File: config.mk
export PLATFORM = sky130hd
export DESIGN_NAME = page_frame_replacement_unit
export DESIGN_NICKNAME = d
export VERILOG_FILES = /design/src/hw/rtl/prf_pkg.sv /design/src/hw/rtl/prf_front.sv /design/src/hw/rtl/prf_queue.sv /design/src/hw/rtl/prf_back.sv /design/src/hw/rtl/page_frame_replacement_unit.sv
export SDC_FILE = /design/constraint.sdc
export NUM_CORES = 1
export LEC_CHECK = 0
export BUFFER_PORTS_ARGS = -buffer_cell sky130_fd_sc_hd__buf_2
export CORE_MARGIN = 4
export CORE_UTILIZATION = 64
export CTS_BUF_LIST = sky130_fd_sc_hd__clkbuf_8
export DETAILED_ROUTE_END_ITERATION = 8
export PLACE_DENSITY = 0.88
export RECOVER_POWER = 25
export SLEW_MARGIN = 15
export SYNTH_ARGS = -nofsm -noshare
export SYNTH_HDL_FRONTEND = slang
export SYNTH_SLANG_ARGS = --single-unit
export TNS_END_PERCENT = 20
File: constraint.sdc
create_clock -name clk -period 5.53 [get_ports clk]
set_input_delay 0.2765 -clock clk [delete_from_list [all_inputs] [get_ports clk]]
set_output_delay 0.2765 -clock clk [all_outputs]
set_load 0.01 [all_outputs]
File: src/hw/rtl/prf_pkg.sv
// ----------------------------------------------------------------------------
// prf_pkg - shared types and constants
// Command codes, back-end states, policy codes and register map of the
// page frame replacement unit.
// ----------------------------------------------------------------------------
package prf_pkg;

    // Register map: one bit of paddr picks the register
    localparam int CFG_ADDR_W = 3;
    localparam logic REG_POLICY = 1'b0;
    localparam logic REG_FRAMES = 1'b1;

    // Register widths and reset values
    localparam int POLICY_W = 2;
    localparam int FIU_W    = 4;
    localparam logic [POLICY_W-1:0] POLICY_RESET = 2'd0;
    localparam logic [FIU_W-1:0]    FRAMES_RESET = 4'd8;

    // Replacement policy codes; the unused code falls back to FIFO
    localparam logic [POLICY_W-1:0] POL_FIFO  = 2'd0;
    localparam logic [POLICY_W-1:0] POL_LRU   = 2'd1;
    localparam logic [POLICY_W-1:0] POL_CLOCK = 2'd2;

    // Ages and fault counter saturate at all ones
    localparam int AGE_W   = 16;
    localparam int COUNT_W = 16;
    localparam logic [AGE_W-1:0]   AGE_MAX   = '1;
    localparam logic [COUNT_W-1:0] COUNT_MAX = '1;

    // Classified reference, as passed from front to back
    typedef enum logic [1:0] {
        CMD_HIT,
        CMD_FILL,
        CMD_EVICT
    } cmd_kind_t;

    localparam int KIND_W = $bits(cmd_kind_t);

    // Back-end sequencer
    typedef enum logic [1:0] {
        BK_IDLE,
        BK_LRU,
        BK_CLOCK,
        BK_COMMIT
    } bk_state_t;

endpackage

File: src/hw/rtl/prf_front.sv
// ----------------------------------------------------------------------------
// prf_front - reference intake and classification
// Takes one page reference, matches it against the resident frames and
// issues a hit, fill or evict command to the back end.
// ----------------------------------------------------------------------------
module prf_front
    import prf_pkg::*;
#(
    parameter int FRAMES     = 8,
    parameter int PAGE_WIDTH = 16,
    parameter int SLOT_W     = 3,
    parameter int CNT_W      = 4
)
(
    input  logic                  clk,
    input  logic                  rst_n,
    input  logic                  start,
    input  logic                  busy,
    input  logic [PAGE_WIDTH-1:0] page_number,
    input  logic [CNT_W-1:0]      active_n,
    input  logic [PAGE_WIDTH-1:0] frame_pages [FRAMES],
    input  logic                  frame_valid [FRAMES],
    output logic                  front_busy,
    output logic                  cmd_push,
    output cmd_kind_t             cmd_kind,
    output logic [SLOT_W-1:0]     cmd_slot,
    output logic [PAGE_WIDTH-1:0] cmd_page
);

    logic                  pend_reg;
    logic                  pend_next;
    logic [PAGE_WIDTH-1:0] page_reg;
    logic [PAGE_WIDTH-1:0] page_next;

    logic                  hit_found;
    logic [SLOT_W-1:0]     hit_slot;
    logic                  empty_found;
    logic [SLOT_W-1:0]     empty_slot;

    // Capture the word on acceptance and register it for classification
    always_comb
    begin
        pend_next = start && !busy;
        page_next = (start && !busy) ? page_number : page_reg;
    end

    always_ff @(posedge clk or negedge rst_n)
    begin
        if (!rst_n)
        begin
            pend_reg <= 1'b0;
        end
        else
        begin
            pend_reg <= pend_next;
        end
    end

    always_ff @(posedge clk)
    begin
        page_reg <= page_next;
    end

    // Find the lowest matching frame and the lowest empty frame
    always_comb
    begin
        hit_found   = 1'b0;
        hit_slot    = '0;
        empty_found = 1'b0;
        empty_slot  = '0;
        for (int j = FRAMES - 1; j >= 0; j--)
        begin
            if (CNT_W'(j) < active_n)
            begin
                if (frame_valid[j] && (frame_pages[j] == page_reg))
                begin
                    hit_found = 1'b1;
                    hit_slot  = SLOT_W'(j);
                end
                if (!frame_valid[j])
                begin
                    empty_found = 1'b1;
                    empty_slot  = SLOT_W'(j);
                end
            end
        end
    end

    // Issue the command
    always_comb
    begin
        cmd_push = pend_reg;
        cmd_page = page_reg;
        if (hit_found)
        begin
            cmd_kind = CMD_HIT;
            cmd_slot = hit_slot;
        end
        else if (empty_found)
        begin
            cmd_kind = CMD_FILL;
            cmd_slot = empty_slot;
        end
        else
        begin
            cmd_kind = CMD_EVICT;
            cmd_slot = '0;
        end
    end

    assign front_busy = pend_reg;

endmodule

File: src/hw/rtl/prf_queue.sv
// ----------------------------------------------------------------------------
// prf_queue - command queue
// Small first-in first-out buffer between the front and back ends.
// ----------------------------------------------------------------------------
module prf_queue
    import prf_pkg::*;
#(
    parameter int W     = 8,
    parameter int DEPTH = 2
)
(
    input  logic         clk,
    input  logic         rst_n,
    input  logic         push,
    input  logic [W-1:0] din,
    input  logic         pop,
    output logic [W-1:0] dout,
    output logic         not_empty
);

    localparam int PW = (DEPTH > 1) ? $clog2(DEPTH) : 1;
    localparam int CW = $clog2(DEPTH + 1);

    logic [W-1:0]  entries_reg [DEPTH];
    logic [PW-1:0] wr_ptr_reg;
    logic [PW-1:0] wr_ptr_next;
    logic [PW-1:0] rd_ptr_reg;
    logic [PW-1:0] rd_ptr_next;
    logic [CW-1:0] count_reg;
    logic [CW-1:0] count_next;
    logic          do_push;
    logic          do_pop;

    // Drop a push when full, ignore a pop when empty
    always_comb
    begin
        do_push     = push && (count_reg != CW'(DEPTH));
        do_pop      = pop && (count_reg != '0);
        wr_ptr_next = wr_ptr_reg;
        rd_ptr_next = rd_ptr_reg;
        count_next  = count_reg;
        if (do_push)
        begin
            wr_ptr_next = (wr_ptr_reg == PW'(DEPTH - 1)) ? '0 : wr_ptr_reg + PW'(1);
        end
        if (do_pop)
        begin
            rd_ptr_next = (rd_ptr_reg == PW'(DEPTH - 1)) ? '0 : rd_ptr_reg + PW'(1);
        end
        if (do_push && !do_pop)
        begin
            count_next = count_reg + CW'(1);
        end
        else if (do_pop && !do_push)
        begin
            count_next = count_reg - CW'(1);
        end
    end

    always_ff @(posedge clk or negedge rst_n)
    begin
        if (!rst_n)
        begin
            wr_ptr_reg <= '0;
            rd_ptr_reg <= '0;
            count_reg  <= '0;
        end
        else
        begin
            wr_ptr_reg <= wr_ptr_next;
            rd_ptr_reg <= rd_ptr_next;
            count_reg  <= count_next;
        end
    end

    // Store the word at the write pointer
    always_ff @(posedge clk)
    begin
        if (do_push)
        begin
            entries_reg[wr_ptr_reg] <= din;
        end
    end

    assign dout      = entries_reg[rd_ptr_reg];
    assign not_empty = (count_reg != '0);

endmodule

File: src/hw/rtl/prf_back.sv
// ----------------------------------------------------------------------------
// prf_back - frame table and replacement sequencer
// Holds the frame table, picks a victim by FIFO pointer, LRU age scan or
// clock sweep, commits the update, ages the frames and returns the result.
// ----------------------------------------------------------------------------
module prf_back
    import prf_pkg::*;
#(
    parameter int FRAMES     = 8,
    parameter int PAGE_WIDTH = 16,
    parameter int SLOT_W     = 3,
    parameter int CNT_W      = 4
)
(
    input  logic                  clk,
    input  logic                  rst_n,
    input  logic [CNT_W-1:0]      active_n,
    input  logic [POLICY_W-1:0]   policy,
    input  logic                  cmd_valid,
    input  cmd_kind_t             cmd_kind,
    input  logic [SLOT_W-1:0]     cmd_slot,
    input  logic [PAGE_WIDTH-1:0] cmd_page,
    output logic                  cmd_pop,
    output logic                  back_busy,
    output logic [PAGE_WIDTH-1:0] frame_pages [FRAMES],
    output logic                  frame_valid [FRAMES],
    output logic                  done,
    output logic                  fault,
    output logic [SLOT_W-1:0]     slot,
    output logic                  evicted_valid,
    output logic [PAGE_WIDTH-1:0] evicted_page,
    output logic [COUNT_W-1:0]    fault_count
);

    bk_state_t             state_reg;
    bk_state_t             state_next;
    cmd_kind_t             kind_reg;
    cmd_kind_t             kind_next;
    logic [SLOT_W-1:0]     slot_reg;
    logic [SLOT_W-1:0]     slot_next;
    logic [PAGE_WIDTH-1:0] page_reg;
    logic [PAGE_WIDTH-1:0] page_next;
    logic [CNT_W-1:0]      scan_reg;
    logic [CNT_W-1:0]      scan_next;
    logic [SLOT_W-1:0]     best_reg;
    logic [SLOT_W-1:0]     best_next;
    logic [AGE_W-1:0]      best_age_reg;
    logic [AGE_W-1:0]      best_age_next;
    logic [SLOT_W-1:0]     ptr_reg;
    logic [SLOT_W-1:0]     ptr_next;
    logic [SLOT_W-1:0]     vptr_reg;
    logic [SLOT_W-1:0]     vptr_next;

    logic [PAGE_WIDTH-1:0] pages_reg [FRAMES];
    logic [PAGE_WIDTH-1:0] pages_next [FRAMES];
    logic                  valid_reg [FRAMES];
    logic                  valid_next [FRAMES];
    logic [AGE_W-1:0]      ages_reg [FRAMES];
    logic [AGE_W-1:0]      ages_next [FRAMES];
    logic                  ref_reg [FRAMES];
    logic                  ref_next [FRAMES];
    logic [COUNT_W-1:0]    faults_reg;
    logic [COUNT_W-1:0]    faults_next;

    logic                  done_reg;
    logic                  done_next;
    logic                  fault_o_reg;
    logic                  fault_o_next;
    logic [SLOT_W-1:0]     slot_o_reg;
    logic [SLOT_W-1:0]     slot_o_next;
    logic                  evv_reg;
    logic                  evv_next;
    logic [PAGE_WIDTH-1:0] evp_reg;
    logic [PAGE_WIDTH-1:0] evp_next;

    logic [SLOT_W-1:0]     start_ptr;
    logic [SLOT_W-1:0]     scan_idx;

    // Pointer beyond the active frames restarts at zero
    function automatic logic [SLOT_W-1:0] restart_ptr(
        input logic [SLOT_W-1:0] p,
        input logic [CNT_W-1:0]  n
    );
        logic [SLOT_W-1:0] r;
        r = (CNT_W'(p) >= n) ? '0 : p;
        return r;
    endfunction

    // Step the pointer modulo the active frame count
    function automatic logic [SLOT_W-1:0] step_ptr(
        input logic [SLOT_W-1:0] p,
        input logic [CNT_W-1:0]  n
    );
        logic [CNT_W-1:0] s;
        s = CNT_W'(p) + CNT_W'(1);
        return (s >= n) ? '0 : SLOT_W'(s);
    endfunction

    assign start_ptr = restart_ptr(vptr_reg, active_n);
    assign scan_idx  = SLOT_W'(scan_reg);

    // Next state
    always_comb
    begin
        state_next = state_reg;
        unique case (state_reg)
            BK_IDLE:
            begin
                if (cmd_valid)
                begin
                    if (cmd_kind == CMD_EVICT)
                    begin
                        case (policy)
                            POL_LRU:   state_next = BK_LRU;
                            POL_CLOCK: state_next = BK_CLOCK;
                            default:   state_next = BK_COMMIT;
                        endcase
                    end
                    else
                    begin
                        state_next = BK_COMMIT;
                    end
                end
            end
            BK_LRU:
            begin
                if (scan_reg >= active_n)
                begin
                    state_next = BK_COMMIT;
                end
            end
            BK_CLOCK:
            begin
                if (!ref_reg[ptr_reg])
                begin
                    state_next = BK_COMMIT;
                end
            end
            BK_COMMIT:
            begin
                state_next = BK_IDLE;
            end
            default:
            begin
                state_next = BK_IDLE;
            end
        endcase
    end

    // Datapath and result
    always_comb
    begin
        kind_next     = kind_reg;
        slot_next     = slot_reg;
        page_next     = page_reg;
        scan_next     = scan_reg;
        best_next     = best_reg;
        best_age_next = best_age_reg;
        ptr_next      = ptr_reg;
        vptr_next     = vptr_reg;
        pages_next    = pages_reg;
        valid_next    = valid_reg;
        ages_next     = ages_reg;
        ref_next      = ref_reg;
        faults_next   = faults_reg;
        done_next     = 1'b0;
        fault_o_next  = fault_o_reg;
        slot_o_next   = slot_o_reg;
        evv_next      = evv_reg;
        evp_next      = evp_reg;
        cmd_pop       = 1'b0;

        unique case (state_reg)
            BK_IDLE:
            begin
                if (cmd_valid)
                begin
                    cmd_pop       = 1'b1;
                    kind_next     = cmd_kind;
                    slot_next     = cmd_slot;
                    page_next     = cmd_page;
                    scan_next     = CNT_W'(1);
                    best_next     = '0;
                    best_age_next = ages_reg[0];
                    ptr_next      = start_ptr;
                    // FIFO takes the pointer at once
                    if ((cmd_kind == CMD_EVICT) && (policy != POL_LRU)
                        && (policy != POL_CLOCK))
                    begin
                        slot_next = start_ptr;
                        vptr_next = step_ptr(start_ptr, active_n);
                    end
                end
            end
            BK_LRU:
            begin
                // Scan one frame a cycle, keep the first oldest
                if (scan_reg < active_n)
                begin
                    if (ages_reg[scan_idx] > best_age_reg)
                    begin
                        best_next     = scan_idx;
                        best_age_next = ages_reg[scan_idx];
                    end
                    scan_next = scan_reg + CNT_W'(1);
                end
                else
                begin
                    slot_next = best_reg;
                end
            end
            BK_CLOCK:
            begin
                // Clear a set reference bit and advance, else take the frame
                if (ref_reg[ptr_reg])
                begin
                    ref_next[ptr_reg] = 1'b0;
                    ptr_next          = step_ptr(ptr_reg, active_n);
                end
                else
                begin
                    slot_next = ptr_reg;
                    vptr_next = step_ptr(ptr_reg, active_n);
                end
            end
            BK_COMMIT:
            begin
                done_next    = 1'b1;
                fault_o_next = (kind_reg != CMD_HIT);
                slot_o_next  = slot_reg;
                evv_next     = (kind_reg == CMD_EVICT);
                evp_next     = (kind_reg == CMD_EVICT) ? pages_reg[slot_reg] : '0;
                if ((kind_reg != CMD_HIT) && (faults_reg != COUNT_MAX))
                begin
                    faults_next = faults_reg + COUNT_W'(1);
                end
                // Install the page and age every occupied active frame
                for (int j = 0; j < FRAMES; j++)
                begin
                    if (SLOT_W'(j) == slot_reg)
                    begin
                        pages_next[j] = page_reg;
                        valid_next[j] = 1'b1;
                        ages_next[j]  = AGE_W'(1);
                        ref_next[j]   = (kind_reg == CMD_HIT);
                    end
                    else if (valid_reg[j] && (CNT_W'(j) < active_n)
                             && (ages_reg[j] != AGE_MAX))
                    begin
                        ages_next[j] = ages_reg[j] + AGE_W'(1);
                    end
                end
            end
            default:
            begin
                cmd_pop = 1'b0;
            end
        endcase
    end

    always_ff @(posedge clk or negedge rst_n)
    begin
        if (!rst_n)
        begin
            state_reg  <= BK_IDLE;
            vptr_reg   <= '0;
            faults_reg <= '0;
            done_reg   <= 1'b0;
            for (int j = 0; j < FRAMES; j++)
            begin
                valid_reg[j] <= 1'b0;
                ages_reg[j]  <= '0;
                ref_reg[j]   <= 1'b0;
            end
        end
        else
        begin
            state_reg  <= state_next;
            vptr_reg   <= vptr_next;
            faults_reg <= faults_next;
            done_reg   <= done_next;
            valid_reg  <= valid_next;
            ages_reg   <= ages_next;
            ref_reg    <= ref_next;
        end
    end

    // Payload registers
    always_ff @(posedge clk)
    begin
        kind_reg     <= kind_next;
        slot_reg     <= slot_next;
        page_reg     <= page_next;
        scan_reg     <= scan_next;
        best_reg     <= best_next;
        best_age_reg <= best_age_next;
        ptr_reg      <= ptr_next;
        pages_reg    <= pages_next;
        fault_o_reg  <= fault_o_next;
        slot_o_reg   <= slot_o_next;
        evv_reg      <= evv_next;
        evp_reg      <= evp_next;
    end

    assign back_busy     = (state_reg != BK_IDLE);
    assign frame_pages   = pages_reg;
    assign frame_valid   = valid_reg;
    assign done          = done_reg;
    assign fault         = fault_o_reg;
    assign slot          = slot_o_reg;
    assign evicted_valid = evv_reg;
    assign evicted_page  = evp_reg;
    assign fault_count   = faults_reg;

endmodule

File: src/hw/rtl/page_frame_replacement_unit.sv
// ----------------------------------------------------------------------------
// page_frame_replacement_unit - page frame replacement unit
// Tracks the pages resident in a set of frames and replaces them by FIFO,
// LRU or second-chance clock policy, one page reference at a time.
// ----------------------------------------------------------------------------
//
//  Channel    Handshake                       Payload
//  ---------  ------------------------------  ---------------------------------
//  reference  start & !busy                   page_number
//  result     done (one cycle, no stall)      fault, slot, evicted_valid,
//                                             evicted_page, fault_count
//  config     psel & penable & pwrite         paddr, pwdata / prdata
//
//  A reference goes from the front-end classify register through the
//  command queue to the back-end sequencer, which commits it; an eviction
//  under LRU or clock first runs the age scan or the sweep. The back-end
//  sequencer handles one reference at a time; busy is low again in the
//  cycle done is high, so the next reference may be accepted alongside
//  the result. Reset empties all frames and clears ages, reference bits,
//  the victim pointer and the fault count. Results cannot be held off by
//  the receiver.
module page_frame_replacement_unit
    import prf_pkg::*;
#(
    parameter int FRAMES     = 8,
    parameter int PAGE_WIDTH = 16,
    localparam int SLOT_W    = (FRAMES > 1) ? $clog2(FRAMES) : 1
)
(
    input  logic                  clk,
    input  logic                  rst_n,
    input  logic                  start,
    output logic                  busy,
    input  logic [PAGE_WIDTH-1:0] page_number,
    output logic                  done,
    output logic                  fault,
    output logic [SLOT_W-1:0]     slot,
    output logic                  evicted_valid,
    output logic [PAGE_WIDTH-1:0] evicted_page,
    output logic [COUNT_W-1:0]    fault_count,
    input  logic                  psel,
    input  logic                  penable,
    input  logic                  pwrite,
    input  logic [CFG_ADDR_W-1:0] paddr,
    input  logic [31:0]           pwdata,
    output logic [31:0]           prdata,
    output logic                  pready
);

    localparam int CNT_W = $clog2(FRAMES + 1);
    localparam int QW    = KIND_W + SLOT_W + PAGE_WIDTH;

    logic [POLICY_W-1:0]   policy_reg;
    logic [FIU_W-1:0]      frames_reg;
    logic [CNT_W-1:0]      active_n;
    logic                  cfg_write;

    logic                  front_busy;
    logic                  back_busy;
    logic                  cmd_push;
    cmd_kind_t             push_kind;
    logic [SLOT_W-1:0]     push_slot;
    logic [PAGE_WIDTH-1:0] push_page;
    logic [QW-1:0]         q_din;
    logic [QW-1:0]         q_dout;
    logic                  q_not_empty;
    logic                  cmd_pop;
    cmd_kind_t             pop_kind;
    logic [SLOT_W-1:0]     pop_slot;
    logic [PAGE_WIDTH-1:0] pop_page;

    logic [PAGE_WIDTH-1:0] frame_pages [FRAMES];
    logic                  frame_valid [FRAMES];

    // Configuration writes
    assign cfg_write = psel && penable && pwrite && pready;
    assign pready    = 1'b1;

    always_ff @(posedge clk or negedge rst_n)
    begin
        if (!rst_n)
        begin
            policy_reg <= POLICY_RESET;
            frames_reg <= FRAMES_RESET;
        end
        else if (cfg_write)
        begin
            unique case (paddr[2])
                REG_POLICY: policy_reg <= pwdata[POLICY_W-1:0];
                REG_FRAMES: frames_reg <= pwdata[FIU_W-1:0];
                default:    policy_reg <= policy_reg;
            endcase
        end
    end

    // Register read-back
    always_comb
    begin
        unique case (paddr[2])
            REG_POLICY: prdata = 32'(policy_reg);
            REG_FRAMES: prdata = 32'(frames_reg);
            default:    prdata = '0;
        endcase
    end

    // Clamp the frame count to 1..FRAMES
    always_comb
    begin
        if (frames_reg == '0)
        begin
            active_n = CNT_W'(1);
        end
        else if (32'(frames_reg) > FRAMES)
        begin
            active_n = CNT_W'(FRAMES);
        end
        else
        begin
            active_n = CNT_W'(frames_reg);
        end
    end

    // Busy while a word is anywhere between intake and commit
    assign busy = front_busy || q_not_empty || back_busy;

    prf_front #(
        .FRAMES     (FRAMES),
        .PAGE_WIDTH (PAGE_WIDTH),
        .SLOT_W     (SLOT_W),
        .CNT_W      (CNT_W)
    ) u_front (
        .clk         (clk),
        .rst_n       (rst_n),
        .start       (start),
        .busy        (busy),
        .page_number (page_number),
        .active_n    (active_n),
        .frame_pages (frame_pages),
        .frame_valid (frame_valid),
        .front_busy  (front_busy),
        .cmd_push    (cmd_push),
        .cmd_kind    (push_kind),
        .cmd_slot    (push_slot),
        .cmd_page    (push_page)
    );

    assign q_din = {push_kind, push_slot, push_page};

    prf_queue #(
        .W     (QW),
        .DEPTH (2)
    ) u_queue (
        .clk       (clk),
        .rst_n     (rst_n),
        .push      (cmd_push),
        .din       (q_din),
        .pop       (cmd_pop),
        .dout      (q_dout),
        .not_empty (q_not_empty)
    );

    assign pop_kind = cmd_kind_t'(q_dout[QW-1 -: KIND_W]);
    assign pop_slot = q_dout[PAGE_WIDTH +: SLOT_W];
    assign pop_page = q_dout[PAGE_WIDTH-1:0];

    prf_back #(
        .FRAMES     (FRAMES),
        .PAGE_WIDTH (PAGE_WIDTH),
        .SLOT_W     (SLOT_W),
        .CNT_W      (CNT_W)
    ) u_back (
        .clk           (clk),
        .rst_n         (rst_n),
        .active_n      (active_n),
        .policy        (policy_reg),
        .cmd_valid     (q_not_empty),
        .cmd_kind      (pop_kind),
        .cmd_slot      (pop_slot),
        .cmd_page      (pop_page),
        .cmd_pop       (cmd_pop),
        .back_busy     (back_busy),
        .frame_pages   (frame_pages),
        .frame_valid   (frame_valid),
        .done          (done),
        .fault         (fault),
        .slot          (slot),
        .evicted_valid (evicted_valid),
        .evicted_page  (evicted_page),
        .fault_count   (fault_count)
    );

endmodule

==> results.ini <==
[synth]
synth_top_area_share_pct = 34.1
async_reset_ff_share_pct = 41.1
synth_xor_area_share_pct = 9.00
synth_fa_ha_area_share_pct = 2.74
ys_seq_area_share_pct = 53.9
synthTopCellsByArea = edfxtp_1 34%, dfrtp_1 20%, mux4_2 6.4%
yosysTopAreaCell = edfxtp_1
synth.avg_cell_area_sq_um = 12.1
synth_warnings = 0
synth_simple_gate_area_share_pct = 14.1
syn_area_sq_mm = 0.0224
synth_compound_area_share_pct = 6.24
synthCells = 1856
synthDistinctLibCells = 80
synth-edff-count = 254
synth_top_family_by_area = simple AND/OR/NAND/NOR gates
synth.area.mux_share_pct = 10.5
ys_seq_elements = 431
synth_ff_type = edfxtp_1

[grt]
grt_pass1_wl_microns = 90800
grt_max_degree = 79
track_usage_pct = 30.8
grt-ovfl-total = 0
grt_pass1_vias = 16000
antenna_found_initial = 0

[critical_path]
endpoint_kind = flip-flop
cp.arrival_ns = 4.65
start_kind = flip-flop
critPathMaxFanout = 19
worst-setup-path-type = reg2reg
worstPathRequired_ns = 5.76

[clock_network]
htree_levels = 3
root_buffer = clkbuf_8
numCtsBuffers = 72
cts_setup_buffers = 0
post_cts_resized = 0
clk_path_buf_depth = 3
cts_tree = built
clkLatencyLatePin_ns = 0.64
clk_pin_slew_ns = 0.05
cts.sinks = 431

[timing]
max_freq_mhz = 226
tightest_slew_ns = 1.24
fin_skew_ns = 0.0364
timing.final.crit_share_pct = 79.9
relSlewSlack_pct = 17.1
drv_slew = 0
setup_tns_ns = 0
whs_ns = 0.0317
rsz0062_at_grt = false
setup_ws_ns = 1.11
layout_min_cycle_time_ns = 4.42
setup_viol = 0
finalHoldViolations = 0

[placement]
dpl.hpwl_microns = 40700
port_buffers = 69
dpl_worst_slack_ns = 1.15
place.gp.congestion = 1.01

[layout]
drive_gt1_share_pct = 17.7
utilization_pct = 71.5
final_cell_mix = 254 x edfxtp_1, 177 x nor2_1, 176 x dfrtp_1
nets = 2077
n_antenna_cell = 0
final_common_cell = edfxtp_1
synthToLayoutAreaGrowth_pct = 10.3
nFillCells = 2289

[drt]
drt_iter0_markers = 1995
totalWireLength_microns = 58300
wire_per_inst_microns = 23.5
drc = 0
num_vias = 16000
ant_nets = 0
vias_per_cell = 6.45
dr.pass1.iters = 6

[die]
core_sq_mm = 0.0345
dieWidth_microns = 195
dieArea_sq_mm = 0.0380
die_h_microns = 195
io_pins = 129
start_util_pct = 64.8
rows = 68

[power_and_ir_drop]
ir_drop_mv = 0.326
power_density_mw_per_mm2 = 468
power.leakage_nw = 9.78

[run_status]
status = finished, final reports clean

[worst_hold_path]
hold_class = in2reg

[flow_run]
maxCapViolCount = 0

==> worst max-delay path, stage by stage, from the launching register on <==
cell      delay (ns)
edfxtp_1        1.01
mux4_2          0.66
mux2_2          0.31
ha_1            0.30
nor2b_1         0.13
o21a_1          0.13
o21a_1          0.11
o21a_1          0.10
o21ai_0         0.07
a221o_1         0.34
a21oi_2         0.88
==> final cells by class <==
class	count	area, sq um	share of cell area, %
repair buffers	115	749	3.04
flip-flops and latches	431	12100	48.8
multi-input cells	1290	9680	39.2
clock inverters	49	273	1.10
inverters	61	229	0.928
well taps	455	569	2.31
clock buffers	82	1130	4.57
==> worst paths after layout <==
kind                                        from                     to  slack [ns]  cells past startpoint
hold reg to reg            u_back.fault_count[9]  u_back.fault_count[9]        0.50                      1
max in group asynchronous                  rst_n    u_back.ages_reg[79]        3.84                      3
setup reg to reg              u_back.scan_reg[0]     u_back.best_reg[2]        1.11                     10
setup / recovery              u_back.scan_reg[0]     u_back.best_reg[2]        1.11                     10
hold / removal                             start       u_front.cmd_push        0.03                      3
min in group asynchronous                  rst_n   u_back.ages_reg[100]        0.26                      2
==> power breakdown <==
group	internal [mW]	switching, mW
sequential	4.26	0.767
combinational	1.55	2.23
clock	1.42	1.33
==> repair_timing <==
item / 4_1_cts / 5_1_grt
hold buffers: 21 / 0
endpoints found under the setup margin: 0 / 0
endpoints found under the hold margin: 98 / 0
==> through the flow <==
stage	cell area, sq um	power [mW]	cells
final	24700	11.6	2483
after global routing	24700	12.1	2483
after CTS	24700	11.5	2483
after detailed placement	23100	8.74	2331
after global placement	23100	8.52	2331
after floorplan	22500	7.46	1883
==> per-layer routing <==
metal / routed length (microns) / vias up / global-route usage, % / share of wire (%)
li1: - / 6991 / - / -
met1: 22500 / 7886 / 43.7 / 39
met2: 27300 / 998 / 48.1 / 47
met3: 6730 / 138 / 6.31 / 12
met4: 1780 / 0 / 10.8 / 3.1
met5: 0 / - / 0 / 0
==> cell usage after synthesis, drive strengths merged, types with 21 or more instances <==
library cell,n
edfxtp,254
mux4,64
or3,28
nor3,26
nor2,185
nor4,32
clkbuf,31
a21oi,53
and4,21
nand2,114
o21ai,90
mux2,62
mux2i,21
inv,60
xor2,140
ha,49
xnor2,90
dfrtp,176
buf,70
nand3,55
nand4,49
==> kinds of logic after synthesis <==
kind of cell,Yosys count
AO/OA/AOI/OAI,220
XOR/XNOR,230
adder cells (fa/ha/maj),49
buffers and inverters,162
flip-flops,431
multiplexers,147
other,2
AND/OR/NAND/NOR,615
No activity file was read; power rests on OpenSTA's default activity.
